## src/rtl/core/lmsa_pkg.sv

```systemverilog
// ============================================================================
// lmsa_pkg: shared types, codes and tables of the LED sign animator
// Holds the input and result word layouts, the action, command and register
// codes, the 5x7 glyph table and the lookup of the three glyphs per picture.
// ============================================================================
`timescale 1ns / 1ps
`default_nettype none

package lmsa_pkg;

    localparam int ROW_COUNT  = 7;
    localparam int ROW_W      = 3;
    localparam int GLYPH_W    = 5;
    localparam int FRAME_W    = 3 * GLYPH_W;
    localparam int BRIGHT_W   = 14;
    localparam int STEP_W     = 16;
    localparam int TOTAL_W    = STEP_W + 1;

    localparam logic [BRIGHT_W-1:0] BRIGHT_MAX   = 14'd10000;
    localparam logic [BRIGHT_W-1:0] BRIGHT_RESET = 14'd5000;
    localparam logic [STEP_W-1:0]   TURN_RESET   = 16'd250;
    localparam logic [STEP_W-1:0]   HAZARD_RESET = 16'd500;
    localparam logic [STEP_W-1:0]   WIPER_RESET  = 16'd250;

    // Actions carried by an input word.
    localparam logic [1:0] ACT_SET     = 2'd0;
    localparam logic [1:0] ACT_ADVANCE = 2'd1;
    localparam logic [1:0] ACT_READ    = 2'd2;

    // Lamp commands.
    localparam logic [3:0] CMD_OFF    = 4'd0;
    localparam logic [3:0] CMD_LEFT   = 4'd1;
    localparam logic [3:0] CMD_RIGHT  = 4'd2;
    localparam logic [3:0] CMD_HIGH   = 4'd3;
    localparam logic [3:0] CMD_LOW    = 4'd4;
    localparam logic [3:0] CMD_FOG    = 4'd5;
    localparam logic [3:0] CMD_HAZARD = 4'd6;
    localparam logic [3:0] CMD_CABIN  = 4'd7;
    localparam logic [3:0] CMD_WIPER  = 4'd8;
    localparam logic [3:0] CMD_LIMIT  = 4'd9;

    // Configuration register indexes.
    localparam logic [1:0] REG_BRIGHT = 2'd0;
    localparam logic [1:0] REG_TURN   = 2'd1;
    localparam logic [1:0] REG_HAZARD = 2'd2;
    localparam logic [1:0] REG_WIPER  = 2'd3;

    // Glyph ids.
    localparam logic [4:0] G_SP   = 5'd0;
    localparam logic [4:0] G_BANG = 5'd1;
    localparam logic [4:0] G_SL   = 5'd2;
    localparam logic [4:0] G_BS   = 5'd3;
    localparam logic [4:0] G_BAR  = 5'd4;
    localparam logic [4:0] G_LT   = 5'd5;
    localparam logic [4:0] G_GT   = 5'd6;
    localparam logic [4:0] G_A    = 5'd7;
    localparam logic [4:0] G_B    = 5'd8;
    localparam logic [4:0] G_C    = 5'd9;
    localparam logic [4:0] G_F    = 5'd10;
    localparam logic [4:0] G_G    = 5'd11;
    localparam logic [4:0] G_H    = 5'd12;
    localparam logic [4:0] G_I    = 5'd13;
    localparam logic [4:0] G_L    = 5'd14;
    localparam logic [4:0] G_O    = 5'd15;
    localparam logic [4:0] G_W    = 5'd16;

    typedef logic [4:0] glyph_id_t;

    typedef struct packed {
        logic [1:0]  action;
        logic [3:0]  lamp_command;
        logic [15:0] delta_ms;
        logic [2:0]  row_index;
    } item_t;

    typedef struct packed {
        logic [14:0] row_bits;
        logic [3:0]  current_command;
        logic [1:0]  current_phase;
        logic        frame_changed;
        logic [13:0] brightness_out;
    } result_t;

    // Result of one run of the serial divider.
    typedef struct packed {
        logic              done;
        logic [1:0]        quot_lo;
        logic [STEP_W-1:0] rem;
    } div_res_t;

    // 5x7 glyph rows; bit 4 is the leftmost column.
    localparam logic [GLYPH_W-1:0] GLYPH_ROM [0:16][0:ROW_COUNT-1] = '{
        '{5'h00, 5'h00, 5'h00, 5'h00, 5'h00, 5'h00, 5'h00},
        '{5'h04, 5'h04, 5'h04, 5'h04, 5'h04, 5'h00, 5'h04},
        '{5'h01, 5'h02, 5'h02, 5'h04, 5'h08, 5'h08, 5'h10},
        '{5'h10, 5'h08, 5'h08, 5'h04, 5'h02, 5'h02, 5'h01},
        '{5'h04, 5'h04, 5'h04, 5'h04, 5'h04, 5'h04, 5'h04},
        '{5'h02, 5'h04, 5'h08, 5'h10, 5'h08, 5'h04, 5'h02},
        '{5'h08, 5'h04, 5'h02, 5'h01, 5'h02, 5'h04, 5'h08},
        '{5'h0E, 5'h11, 5'h11, 5'h1F, 5'h11, 5'h11, 5'h11},
        '{5'h1E, 5'h11, 5'h11, 5'h1E, 5'h11, 5'h11, 5'h1E},
        '{5'h0E, 5'h11, 5'h10, 5'h10, 5'h10, 5'h11, 5'h0E},
        '{5'h1F, 5'h10, 5'h10, 5'h1E, 5'h10, 5'h10, 5'h10},
        '{5'h0E, 5'h11, 5'h10, 5'h17, 5'h11, 5'h11, 5'h0E},
        '{5'h11, 5'h11, 5'h11, 5'h1F, 5'h11, 5'h11, 5'h11},
        '{5'h1F, 5'h04, 5'h04, 5'h04, 5'h04, 5'h04, 5'h1F},
        '{5'h10, 5'h10, 5'h10, 5'h10, 5'h10, 5'h10, 5'h1F},
        '{5'h0E, 5'h11, 5'h11, 5'h11, 5'h11, 5'h11, 5'h0E},
        '{5'h11, 5'h11, 5'h11, 5'h15, 5'h15, 5'h15, 5'h0A}
    };

    // Three glyph ids, left first, for a command and phase.
    function automatic logic [14:0] pick_glyphs(input logic [3:0] cmd, input logic [1:0] ph);
        logic [14:0] g;
        g = {G_SP, G_SP, G_SP};
        unique case (cmd)
            CMD_LEFT:
            begin
                unique case (ph)
                    2'd0:    g = {G_SP, G_SP, G_LT};
                    2'd1:    g = {G_SP, G_LT, G_LT};
                    2'd2:    g = {G_LT, G_LT, G_LT};
                    default: g = {G_SP, G_SP, G_SP};
                endcase
            end
            CMD_RIGHT:
            begin
                unique case (ph)
                    2'd0:    g = {G_GT, G_SP, G_SP};
                    2'd1:    g = {G_GT, G_GT, G_SP};
                    2'd2:    g = {G_GT, G_GT, G_GT};
                    default: g = {G_SP, G_SP, G_SP};
                endcase
            end
            CMD_HIGH:   g = {G_H, G_I, G_G};
            CMD_LOW:    g = {G_L, G_O, G_W};
            CMD_FOG:    g = {G_F, G_O, G_G};
            CMD_HAZARD: g = (ph == 2'd0) ? {G_BANG, G_BANG, G_BANG} : {G_SP, G_SP, G_SP};
            CMD_CABIN:  g = {G_C, G_A, G_B};
            CMD_WIPER:
            begin
                unique case (ph)
                    2'd0:    g = {G_SL, G_SL, G_SL};
                    2'd2:    g = {G_BS, G_BS, G_BS};
                    default: g = {G_BAR, G_BAR, G_BAR};
                endcase
            end
            default:    g = {G_SP, G_SP, G_SP};
        endcase
        return g;
    endfunction

endpackage

`default_nettype wire

```

## src/rtl/core/lmsa_div.sv

```systemverilog
// ============================================================================
// lmsa_div: serial divider for the phase advance
// Restoring division of a 17-bit time total by a 16-bit step period, one
// quotient bit per cycle. Keeps the remainder and the two lowest quotient bits.
// ============================================================================
`timescale 1ns / 1ps
`default_nettype none

module lmsa_div (
    input  wire logic                       clk,
    input  wire logic                       rst_n,
    input  wire logic                       start,
    input  wire logic [lmsa_pkg::TOTAL_W-1:0] dividend,
    input  wire logic [lmsa_pkg::STEP_W-1:0]  divisor,
    output lmsa_pkg::div_res_t              res
);
    import lmsa_pkg::*;

    localparam int CNT_W = $clog2(TOTAL_W + 1);

    logic              busy_reg;
    logic              done_reg;
    logic [CNT_W-1:0]  cnt_reg;
    logic [TOTAL_W-1:0] dvd_reg;
    logic [STEP_W-1:0] dsr_reg;
    logic [STEP_W-1:0] rem_reg;
    logic [STEP_W-1:0] rem_next;
    logic [1:0]        q_reg;
    logic [TOTAL_W-1:0] shifted;
    logic [TOTAL_W:0]   diff;
    logic              q_bit;

    // One restoring step: bring in the next dividend bit and try a subtract.
    always_comb
    begin
        shifted = {rem_reg, dvd_reg[TOTAL_W-1]};
        diff    = {1'b0, shifted} - {2'b00, dsr_reg};
        q_bit   = ~diff[TOTAL_W];
        rem_next = q_bit ? diff[STEP_W-1:0] : shifted[STEP_W-1:0];
    end

    // Control: count the quotient bits and flag the last one.
    always_ff @(posedge clk or negedge rst_n)
    begin
        if (!rst_n)
        begin
            busy_reg <= 1'b0;
            done_reg <= 1'b0;
            cnt_reg  <= '0;
        end
        else
        begin
            done_reg <= busy_reg && (cnt_reg == CNT_W'(1));
            if (start)
            begin
                busy_reg <= 1'b1;
                cnt_reg  <= CNT_W'(TOTAL_W);
            end
            else if (busy_reg)
            begin
                cnt_reg <= cnt_reg - CNT_W'(1);
                if (cnt_reg == CNT_W'(1))
                begin
                    busy_reg <= 1'b0;
                end
            end
        end
    end

    // Datapath registers.
    always_ff @(posedge clk)
    begin
        if (start)
        begin
            dvd_reg <= dividend;
            dsr_reg <= divisor;
            rem_reg <= '0;
            q_reg   <= '0;
        end
        else if (busy_reg)
        begin
            dvd_reg <= {dvd_reg[TOTAL_W-2:0], 1'b0};
            rem_reg <= rem_next;
            q_reg   <= {q_reg[0], q_bit};
        end
    end

    assign res.done    = done_reg;
    assign res.quot_lo = q_reg;
    assign res.rem     = rem_reg;

endmodule

`default_nettype wire

```

## src/rtl/core/led_matrix_sign_animator.sv

```systemverilog
// ============================================================================
// led_matrix_sign_animator: 7x15 LED sign animator
// Keeps the lamp command, animation phase and phase time, renders three 5x7
// glyphs into a double-buffered frame store and returns one row per word.
// ============================================================================
// Usage:
// - Input channel item/item_valid/item_stall: one word sets a command, advances
//   time or only reads a row. item_stall is high while a word is in work.
// - Result channel result/result_valid/result_stall: exactly one word per
//   input word, in order. The result register holds while result_stall is
//   high; the next input word is still taken and worked on meanwhile, and
//   waits for the register to free before it is reported.
// - Configuration channel cfg_valid/cfg_ready/cfg_index/cfg_data: always
//   ready; write only while the block is idle.
// Path from accept to result: a read, an unchanged command or an advance that
// renders nothing goes from decide straight to report; a command change first
// renders the 7 rows, one per cycle; a phase advance first runs the serial
// divider, which yields one quotient bit per cycle over the 17-bit total, then
// the render. A new word is taken the cycle after the result is registered.
// Reset clears the frame, command, phase and time, and loads the register
// defaults; no clearing pass is needed.
// ============================================================================
`timescale 1ns / 1ps
`default_nettype none

module led_matrix_sign_animator (
    input  wire logic              clk,
    input  wire logic              rst_n,
    input  wire logic              item_valid,
    output      logic              item_stall,
    input  wire lmsa_pkg::item_t   item,
    output      logic              result_valid,
    input  wire logic              result_stall,
    output      lmsa_pkg::result_t result,
    input  wire logic              cfg_valid,
    output      logic              cfg_ready,
    input  wire logic [1:0]        cfg_index,
    input  wire logic [15:0]       cfg_data
);
    import lmsa_pkg::*;

    localparam logic [2:0] S_IDLE   = 3'd0;
    localparam logic [2:0] S_DECIDE = 3'd1;
    localparam logic [2:0] S_DIV    = 3'd2;
    localparam logic [2:0] S_RENDER = 3'd3;
    localparam logic [2:0] S_DONE   = 3'd4;

    logic [2:0]          state_reg;
    item_t               item_reg;
    logic [BRIGHT_W-1:0] bright_reg;
    logic [STEP_W-1:0]   turn_reg;
    logic [STEP_W-1:0]   hazard_reg;
    logic [STEP_W-1:0]   wiper_reg;
    logic [3:0]          shown_reg;
    logic [1:0]          phase_reg;
    logic [STEP_W-1:0]   time_reg;
    logic                active_reg;
    logic                changed_reg;
    logic [ROW_W-1:0]    rcnt_reg;
    logic [FRAME_W-1:0]  frame_reg [0:1][0:ROW_COUNT-1];
    result_t             result_reg;
    logic                rvalid_reg;

    logic [3:0]          cmd_clean;
    logic [STEP_W-1:0]   period;
    logic [TOTAL_W-1:0]  total;
    logic                div_start;
    div_res_t            div_res;
    logic [14:0]         glyphs;
    logic [FRAME_W-1:0]  row_draw;
    logic [FRAME_W-1:0]  row_read;
    logic                out_free;
    logic [BRIGHT_W-1:0] bright_in;

    assign item_stall   = (state_reg != S_IDLE);
    assign cfg_ready    = 1'b1;
    assign result_valid = rvalid_reg;
    assign result       = result_reg;
    assign out_free     = !rvalid_reg || !result_stall;
    assign bright_in    = cfg_data[BRIGHT_W-1:0];

    // Command cleanup, step period and time total.
    always_comb
    begin
        cmd_clean = (item_reg.lamp_command >= CMD_LIMIT) ? CMD_OFF : item_reg.lamp_command;
        unique case (shown_reg) inside
            CMD_LEFT, CMD_RIGHT: period = turn_reg;
            CMD_HAZARD:          period = hazard_reg;
            CMD_WIPER:           period = wiper_reg;
            default:             period = '0;
        endcase
        total = {1'b0, time_reg} + {1'b0, item_reg.delta_ms};
    end

    assign div_start = (state_reg == S_DECIDE) && (item_reg.action == ACT_ADVANCE)
                       && (period != '0) && !(total < {1'b0, period});

    lmsa_div u_div (
        .clk      (clk),
        .rst_n    (rst_n),
        .start    (div_start),
        .dividend (total),
        .divisor  (period),
        .res      (div_res)
    );

    // Row being drawn and row being read.
    always_comb
    begin
        glyphs   = pick_glyphs(shown_reg, phase_reg);
        row_draw = {GLYPH_ROM[glyphs[14:10]][rcnt_reg],
                    GLYPH_ROM[glyphs[9:5]][rcnt_reg],
                    GLYPH_ROM[glyphs[4:0]][rcnt_reg]};
        if (item_reg.row_index < ROW_W'(ROW_COUNT))
        begin
            row_read = frame_reg[active_reg][item_reg.row_index];
        end
        else
        begin
            row_read = '0;
        end
    end

    // Configuration registers.
    always_ff @(posedge clk or negedge rst_n)
    begin
        if (!rst_n)
        begin
            bright_reg <= BRIGHT_RESET;
            turn_reg   <= TURN_RESET;
            hazard_reg <= HAZARD_RESET;
            wiper_reg  <= WIPER_RESET;
        end
        else if (cfg_valid && cfg_ready)
        begin
            unique case (cfg_index)
                REG_BRIGHT: bright_reg <= (bright_in > BRIGHT_MAX) ? BRIGHT_MAX : bright_in;
                REG_TURN:   turn_reg   <= cfg_data;
                REG_HAZARD: hazard_reg <= cfg_data;
                REG_WIPER:  wiper_reg  <= cfg_data;
                default:    bright_reg <= bright_reg;
            endcase
        end
    end

    // Captured input word.
    always_ff @(posedge clk)
    begin
        if (item_valid && !item_stall)
        begin
            item_reg <= item;
        end
    end

    // Sequencer: decide, divide, render, report.
    always_ff @(posedge clk or negedge rst_n)
    begin
        if (!rst_n)
        begin
            state_reg   <= S_IDLE;
            shown_reg   <= CMD_OFF;
            phase_reg   <= '0;
            time_reg    <= '0;
            active_reg  <= 1'b0;
            changed_reg <= 1'b0;
            rcnt_reg    <= '0;
            rvalid_reg  <= 1'b0;
            result_reg  <= '0;
            for (int b = 0; b < 2; b++)
            begin
                for (int r = 0; r < ROW_COUNT; r++)
                begin
                    frame_reg[b][r] <= '0;
                end
            end
        end
        else
        begin
            // The report state loads the register itself when it frees.
            if (rvalid_reg && !result_stall && (state_reg != S_DONE))
            begin
                rvalid_reg <= 1'b0;
            end
            unique case (state_reg)
                S_IDLE:
                begin
                    if (item_valid)
                    begin
                        state_reg   <= S_DECIDE;
                        changed_reg <= 1'b0;
                    end
                end
                S_DECIDE:
                begin
                    rcnt_reg  <= '0;
                    state_reg <= S_DONE;
                    if (item_reg.action == ACT_SET)
                    begin
                        if (cmd_clean != shown_reg)
                        begin
                            shown_reg   <= cmd_clean;
                            phase_reg   <= '0;
                            time_reg    <= '0;
                            changed_reg <= 1'b1;
                            state_reg   <= S_RENDER;
                        end
                    end
                    else if (item_reg.action == ACT_ADVANCE && period != '0)
                    begin
                        if (total < {1'b0, period})
                        begin
                            time_reg <= total[STEP_W-1:0];
                        end
                        else
                        begin
                            state_reg <= S_DIV;
                        end
                    end
                end
                S_DIV:
                begin
                    if (div_res.done)
                    begin
                        time_reg    <= div_res.rem;
                        changed_reg <= 1'b1;
                        state_reg   <= S_RENDER;
                        if (shown_reg == CMD_HAZARD)
                        begin
                            phase_reg <= {1'b0, phase_reg[0] ^ div_res.quot_lo[0]};
                        end
                        else
                        begin
                            phase_reg <= phase_reg + div_res.quot_lo;
                        end
                    end
                end
                S_RENDER:
                begin
                    // Draw into the hidden half, then swap halves.
                    frame_reg[~active_reg][rcnt_reg] <= row_draw;
                    rcnt_reg <= rcnt_reg + ROW_W'(1);
                    if (rcnt_reg == ROW_W'(ROW_COUNT - 1))
                    begin
                        active_reg <= ~active_reg;
                        state_reg  <= S_DONE;
                    end
                end
                S_DONE:
                begin
                    if (out_free)
                    begin
                        result_reg.row_bits        <= row_read;
                        result_reg.current_command <= shown_reg;
                        result_reg.current_phase   <= phase_reg;
                        result_reg.frame_changed   <= changed_reg;
                        result_reg.brightness_out  <= bright_reg;
                        rvalid_reg                 <= 1'b1;
                        state_reg                  <= S_IDLE;
                    end
                end
                default:
                begin
                    state_reg <= S_IDLE;
                end
            endcase
        end
    end

    // A new result word only comes out of the report state.
    a_result_from_done: assert property (@(posedge clk) disable iff (!rst_n)
        $rose(rvalid_reg) |-> $past(state_reg == S_DONE))
        else $error("result raised outside the report state");

    // The divider finishes only while the sequencer waits for it.
    a_div_in_div: assert property (@(posedge clk) disable iff (!rst_n)
        div_res.done |-> (state_reg == S_DIV))
        else $error("divider finished outside the divide state");

    // The shown command is always a known one.
    a_cmd_known: assert property (@(posedge clk) disable iff (!rst_n)
        shown_reg < CMD_LIMIT)
        else $error("shown command out of range");

    // Hazard blinks over two phases only.
    a_hazard_phase: assert property (@(posedge clk) disable iff (!rst_n)
        (shown_reg == CMD_HAZARD) |-> (phase_reg[1] == 1'b0))
        else $error("hazard phase out of range");

endmodule

`default_nettype wire
```

## config.mk

```make
export PLATFORM = sky130hd
export DESIGN_NAME = led_matrix_sign_animator
export DESIGN_NICKNAME = d
export VERILOG_FILES = /design/src/rtl/core/lmsa_pkg.sv /design/src/rtl/core/lmsa_div.sv /design/src/rtl/core/led_matrix_sign_animator.sv
export SDC_FILE = /design/constraint.sdc
export NUM_CORES = 1
export LEC_CHECK = 0
export ABC_CLOCK_PERIOD_IN_PS = 12500
export BUFFER_PORTS_ARGS = -buffer_cell sky130_fd_sc_hd__buf_4
export CAP_MARGIN = 20
export CORE_MARGIN = 4
export CORE_UTILIZATION = 55
export CTS_BUF_LIST = sky130_fd_sc_hd__clkbuf_16
export DETAILED_ROUTE_END_ITERATION = 7
export PLACE_DENSITY = 0.72
export SLEW_MARGIN = 20
export SYNTH_ARGS = -nofsm -noshare
export SYNTH_HDL_FRONTEND = slang
export SYNTH_SLANG_ARGS = --single-unit
```

## constraint.sdc

```tcl
create_clock -name clk -period 12.5 [get_ports clk]
set_input_delay 1.875 -clock clk [delete_from_list [all_inputs] [get_ports clk]]
set_output_delay 1.875 -clock clk [all_outputs]
set_load 0.03 [all_outputs]
```

==> flow_summary.yaml, run 1 <==
outcome:
  outcome: "complete, no violations"
yosys:
  synth_compound_area_frac: 0.166
  synthMuxAreaShare: 0.124
  synth_top_family_by_area: "compound AO/OA/AOI/OAI gates"
  yosysSeqAreaShare: 0.489
  syn_area_sq_um: 22100
  synth_ff_type: "dfrtp_1"
  yosysTopAreaCell: "dfrtp_1"
  synth_area_leaders: "dfrtp_1, edfxtp_1, mux2_2, o21ai_0, mux4_2"
  synth_simple_gate_area_frac: 0.124
  syn_nets: 2287
  synthAdderAreaFrac: 0.0426
  async_reset_ff_frac: 0.820
  syn_area_per_cell_sq_um: 10.2
  synth_edf_count: 58
  ys_types: 88
  synth-seq-cells: 422
  synth_most_common_cell: "dfrtp_1"
  yosys_warnings: 0
  synth_xor_area_frac: 0.0123
  synth_top_area_frac: 0.366
  synthCells: 2165
  synth_common_cells: "dfrtp_1, nand2_1, o21ai_0, a21oi_1, nor2_1"
floorplanning:
  rows: 73
  io_pins: 87
  core_sq_um: 39700
  chipHeight_um: 208
  die_width_um: 208
  start_util: 0.556
  die_area_sq_um: 43400
route:
  drt_iter0_drc: 1372
  firstDrtPassIters: 6
  avgViaCountPerCell: 6.12
  avgRoutedWirePerCell_um: 21.0
  drt-total-wl_um: 57800
  vias: 16800
  drc: 0
  antenna_left: 0
power_and_ir_drop:
  ir_drop_uv: 162
  p_leak_uw: 0.0107
  p_per_area_nw_per_um2: 254
layout:
  design_area_sq_um: 24500
  num-fill-cells: 3308
  drive_gt1_frac: 0.178
  seq_area_sq_um: 10800
  antennaDiodeCount: 0
  final_nets: 2311
  area_delta_synth_final_pct: 11.0
  multi_input_area_sq_um: 10400
  largest_reg_flops: 210
sta:
  setup_viol: 0
  report.final.slew_viol_count: 0
  hold_slack_ps: 455
  skew_ps: 19.2
  worst_slew_pin_slew_ps: 1100
  slew_headroom: 0.268
  fin_crit_sh: 0.449
  hold_violations: 0
  min_period_ps: 5620
  fmax_ghz: 0.178
  grt_setup_unrepaired: "no"
  tns_ps: 0
placed_design:
  dp_hpwl_um: 39400
  io_buffer_count: 85
  placedInstanceArea_sq_um: 23100
  gp_congestion: 0.900
clocking:
  cts_tree: "built"
  postCtsSetupRepairBufs: 0
  postCtsHoldBufs: 0
  cts_max_path_buffers: 3
  cts.sinks: 422
  cts_resized: 0
  clockRootBuffer: "clkbuf_16"
  path_clk_slew_ps: 60
  cts-htree-levels: 2
  clk_latency_ps: 580
  cts_buffers: 44
worst_setup_path:
  setup.worst_path.end_class: "flip-flop"
  r2r_end: "u_div.dvd_reg[1]"
  rrSetupSlack_ps: 6880
  worstSetupPathType: "flip-flop to flip-flop"
  worstPathRequired_ps: 12700
  start_kind: "flip-flop"
  arrival_ps: 5820
  rr_worst_depth: 11
  worst-path-max-fanout: 28
  r2r_start: "shown_reg[2]"
min_path:
  hp-class: "flip-flop to flip-flop"
  holdPathEnd: "bright_reg[12]"
  hp-start: "bright_reg[12]"
  worstHoldPathCells: 2
grt:
  grt_pass1_wl_um: 93600
  gr-total-overflow: 0
  grt_usage: 0.266
  antenna_found_initial: 0
  grt_max_degree: 130
  grt_pass1_vias: 17200
flow_run:
  maxCapViolations: 0
metrics by stage:
| stage | instances | util | total power (uW) | worst slack (ps) |
|---|---|---|---|---|
| after floorplan | 2165 | - | 4110 | 8080 |
| after global placement | 2666 | 0.580 | 4860 | 7210 |
| after detailed placement | 2666 | 0.580 | 4930 | 7070 |
| after CTS | 2745 | 0.615 | 6220 | 7030 |
| after global routing | 2747 | 0.617 | 6650 | 6460 |
| final | 2747 | 0.617 | 6220 | 6880 |
worst max-delay path by stage:
| stage | endpoint | slack, ps | startpoint | cells past startpoint |
|---|---|---|---|---|
| after floorplan | u_div.dvd_reg[0] | 8080 | item_reg[3] | 17 |
| after global placement | u_div.dvd_reg[8] | 7210 | item_reg[3] | 15 |
| after detailed placement | u_div.dvd_reg[10] | 7070 | shown_reg[2] | 11 |
| after CTS | u_div.dvd_reg[9] | 7030 | shown_reg[2] | 11 |
| after global routing | u_div.dvd_reg[11] | 6460 | shown_reg[2] | 11 |
| final | u_div.dvd_reg[1] | 6880 | shown_reg[2] | 11 |
report_power, final:
part / switching, uW / internal, uW
clock: 540 / 724
sequential: 253 / 1760
combinational: 1810 / 1140
total: 2600 / 3620
cells by family after synthesis:
group | count (synthesis)
flip-flops | 422
AO/OA/AOI/OAI | 610
other | 1
buffers and inverters | 225
multiplexers | 199
adder cells (fa/ha/maj) | 74
AND/OR/NAND/NOR | 603
XOR/XNOR | 31
routing by layer:
layer / GRT usage / vias up / wire length, um
li1: - / 7855 / -
met2: 0.455 / 543 / 28700
met5: 0 / - / 0
met4: 0.0956 / 0 / 2040
met3: 0.0330 / 113 / 2960
met1: 0.351 / 8310 / 24100
layout make-up:
| cell class | instances | share of cell area |
|---|---|---|
| Timing Repair Buffer | 122 | 0.0388 |
| Tap cell | 525 | 0.0268 |
| Inverter | 81 | 0.0124 |
| Clock buffer | 44 | 0.0449 |
| Multi-Input combinational cell | 1518 | 0.425 |
| Sequential cell | 422 | 0.440 |
| Clock inverter | 35 | 0.0115 |
cells in the final DEF (no fill, tap or decap), types with 7 or more instances in the layout:
cell       count
and3_1         8
o21ai_0      205
o211ai_1       8
o21a_1         9
nor3_1        27
a21oi_1      183
nor2_1       179
a32oi_1       14
dfrtp_1      322
nand3b_1      14
nor2b_1        9
nand2b_1      25
nor3b_1        8
dfxtp_1       18
mux2i_1       43
clkbuf_16     44
a22o_1        23
xor2_1        10
dfstp_2       23
ha_1          72
o22a_1         7
nand3_1       31
mux4_2        45
o22ai_1       21
a31oi_1       23
clkinv_1      14
xnor2_1       21
edfxtp_1      58
or2_2          9
inv_1         91
mux2_4        12
nand2_1      237
a21o_1        13
buf_4        119
a211oi_1      26
mux2_2        99
o21ai_1        9
worst max-delay path, stage by stage (launching register included):
cell       delay [ps]
dfrtp_1           890
nor2b_1           900
a32oi_1           220
nor2_1            190
a21oi_1           100
ha_1              370
nand4_1           120
a2111oi_0         420
o21ai_1           160
a311oi_1          530
and2_2            640
or2_1             680
Power figures use the tool's default switching activity.
==> inputs of run 2 (changes only) <==
--- a/config.mk
+++ b/config.mk
@@ -5,14 +5,15 @@
 export SDC_FILE = /design/constraint.sdc
 export NUM_CORES = 1
 export LEC_CHECK = 0
-export ABC_CLOCK_PERIOD_IN_PS = 12500
+export ABC_AREA = 1
+export ABC_CLOCK_PERIOD_IN_PS = 4600
 export BUFFER_PORTS_ARGS = -buffer_cell sky130_fd_sc_hd__buf_4
 export CAP_MARGIN = 20
 export CORE_MARGIN = 4
 export CORE_UTILIZATION = 55
 export CTS_BUF_LIST = sky130_fd_sc_hd__clkbuf_16
 export DETAILED_ROUTE_END_ITERATION = 7
-export PLACE_DENSITY = 0.72
+export PLACE_DENSITY = 0.75
 export SLEW_MARGIN = 20
 export SYNTH_ARGS = -nofsm -noshare
 export SYNTH_HDL_FRONTEND = slang
==> constraint.sdc (replaced) <==
create_clock -name clk -period 4.6 [get_ports clk]
set_input_delay 0.69 -clock clk [delete_from_list [all_inputs] [get_ports clk]]
set_output_delay 0.69 -clock clk [all_outputs]
set_load 0.03 [all_outputs]
==> flow_summary.yaml, run 2 <==
yosys:
  syn_nets: 3050
  async_reset_ff_frac: 0.820
  yosysSeqAreaShare: 0.475
  synth_edf_count: 58
  yosys_warnings: 0
  ys_types: 59
  synth_area_leaders: "dfrtp_1, nand2_1, edfxtp_1, o21ai_0, ha_1"
  synth_most_common_cell: "nand2_1"
  synth_ff_type: "dfrtp_1"
  yosysTopAreaCell: "dfrtp_1"
  synth_common_cells: "nand2_1, dfrtp_1, o21ai_0, inv_1, nor2_1"
  synth-seq-cells: 422
  synth_top_area_frac: 0.356
  syn_area_sq_um: 22700
  synthCells: 2928
  syn_area_per_cell_sq_um: 7.76
power_and_ir_drop:
  finalPower_uw: 16900
  p_leak_uw: 0.0128
  ir_drop_uv: 541
  p_per_area_nw_per_um2: 673
route:
  avgRoutedWirePerCell_um: 18.9
  drt-total-wl_um: 66800
  drt_iter0_drc: 2329
  wl_met3_um: 6720
  drc: 0
  vias: 20600
  route.met2.wl_um: 29800
  firstDrtPassIters: 7
  antenna_left: 0
  wl_met1_um: 28300
  routed.top_layer: "met4"
  avgViaCountPerCell: 5.83
worst_setup_path:
  cp_slowest_cell: "nand2_1"
  worst-path-max-fanout: 18
  worstPathRequired_ps: 4730
  arrival_ps: 4150
  r2r_start: "item_reg[3]"
  path_cells: "ha_1 > fa_1 > nand3_1 > nand3_1 > nand2_1 > nand2_1 > a21oi_1 > xor2_1 > inv_1 > ha_1 > a21o_1 > nor2_1 > nor2_1 > nor2_1 > nand2_1 > nand2_1 > nand2_1"
  r2r_end: "u_div.dvd_reg[10]"
  critPathLaunch: "item_reg[3]"
  crit_path_end: "u_div.dvd_reg[10]"
  rrSetupSlack_ps: 580
  crit_top_cell: "nand2_1"
  rr_worst_depth: 17
  worstSetupPathType: "flip-flop to flip-flop"
  start_kind: "flip-flop"
  slowest_delay_ps: 450
  setup.worst_path.end_class: "flip-flop"
clocking:
  cts_buffers: 44
  cts_resized: 0
  cts_tree: "built"
  cts-htree-levels: 2
  postCtsSetupRepairBufs: 0
  clk_latency_ps: 580
  path_clk_slew_ps: 60
  postCtsHoldBufs: 0
  cts_max_path_buffers: 3
  clockRootBuffer: "clkbuf_16"
  cts.sinks: 422
floorplanning:
  die_width_um: 211
  start_util: 0.556
  chipHeight_um: 211
  io_pins: 87
  core_sq_um: 40800
  die_area_sq_um: 44600
  rows: 74
grt:
  grt_max_degree: 133
  grt_pass1_vias: 19600
  gr-total-overflow: 0
  grt_usage: 0.296
  grt_pass1_wl_um: 106000
  antenna_found_initial: 0
layout:
  multi_input_area_sq_um: 10400
  stdcell_count: 3536
  largest_reg_flops: 210
  area_delta_synth_final_pct: 10.8
  num-fill-cells: 3548
  seq_area_sq_um: 10800
  final_nets: 3091
  final_common_cell: "nand2_1"
  antennaDiodeCount: 0
  drive_gt1_frac: 0.0982
  final_util: 0.617
  layout_common_cells: "nand2_1, dfrtp_1, o21ai_0"
sta:
  report.final.slew_viol_count: 0
  fin_crit_sh: 0.873
  hold_slack_ps: 74.1
  min_period_ps: 4020
  skew_ps: 28.6
  slew_headroom: 0.339
  hold_violations: 0
  fmax_ghz: 0.249
  grt_setup_unrepaired: "no"
  worst_slew_pin_slew_ps: 988
  setup_viol: 0
  tns_ps: 0
flow_run:
  maxCapViolations: 0
placed_design:
  gp_congestion: 0.966
  io_buffer_count: 85
  post-place-cells: 3455
  dp_hpwl_um: 45400
min_path:
  hp-class: "input port to asynchronous set/reset pin"
outcome:
  outcome: "complete, no violations"
## run 2: changes by cell type after synthesis, sizes merged, moves of 23 or more
cell	change
mux2	-96
nand2b	-25
mux2i	-43
mux4	-45
a21oi	-88
inv	+167
o21ai	+95
a211oi	-26
o22ai	+28
nand2	+808
nor2	+35
nand3	+135
a22o	-23
## run 2: logic make-up after synthesis
family / count (synthesis) / synth area share
adders and majority gates: 74 / 0.0414
and+or+nand+nor: 1472 / 0.265
AOI/OAI and AO/OA: 531 / 0.129
muxes: 15 / 0.00744
other: 1 / 0.000165
DFF: 422 / 0.475
xor gates and xnor gates: 34 / 0.0131
buffers and inverters: 379 / 0.0686
## run 2: worst min-delay path by stage
stage,start,to
after floorplan,rst_n,active_reg
after global placement,bright_reg[3],bright_reg[3]
after detailed placement,frame_reg[157],frame_reg[157]
after CTS,rst_n,time_reg[10]
after global routing,rst_n,time_reg[15]
final,rst_n,time_reg[15]
## run 2: through the flow
stage                     worst slack [ps]  area (sq um)
after floorplan                       1080         22700
after global placement                 799         23800
after detailed placement               641         23800
after CTS                              612         25200
after global routing                   205         25200
final                                  584         25200
## run 2: metal layers
metal	vias to the layer above	GRT usage
met5	-	0
met4	0	0.0910
met3	137	0.0591
met2	987	0.449
met1	9891	0.435
li1	9593	-
## run 2: report_power, final
group          switching, uW  leakage (uW)  internal, uW
Clock                   1510      0.000736          1980
Combinational           5840       0.00678          2470
Sequential               466       0.00528          4670
Total                   7820        0.0128          9120
## run 2: final cells by class
class / instances / area share
Sequential cell: 422 / 0.429
Inverter: 249 / 0.0371
Timing Repair Buffer: 125 / 0.0386
Multi-Input combinational cell: 2127 / 0.414
Clock inverter: 35 / 0.00999
Clock buffer: 46 / 0.0457
Tap cell: 532 / 0.0264
## run 2: critical path, delay by kind of cell (launching register included)
kind,cells,cell delay [ps]
and+or+nand+nor,10,1450
adders and majority gates,3,980
AOI/OAI and AO/OA,2,480
DFF,1,360
xor gates and xnor gates,1,250
buffers and inverters,1,70
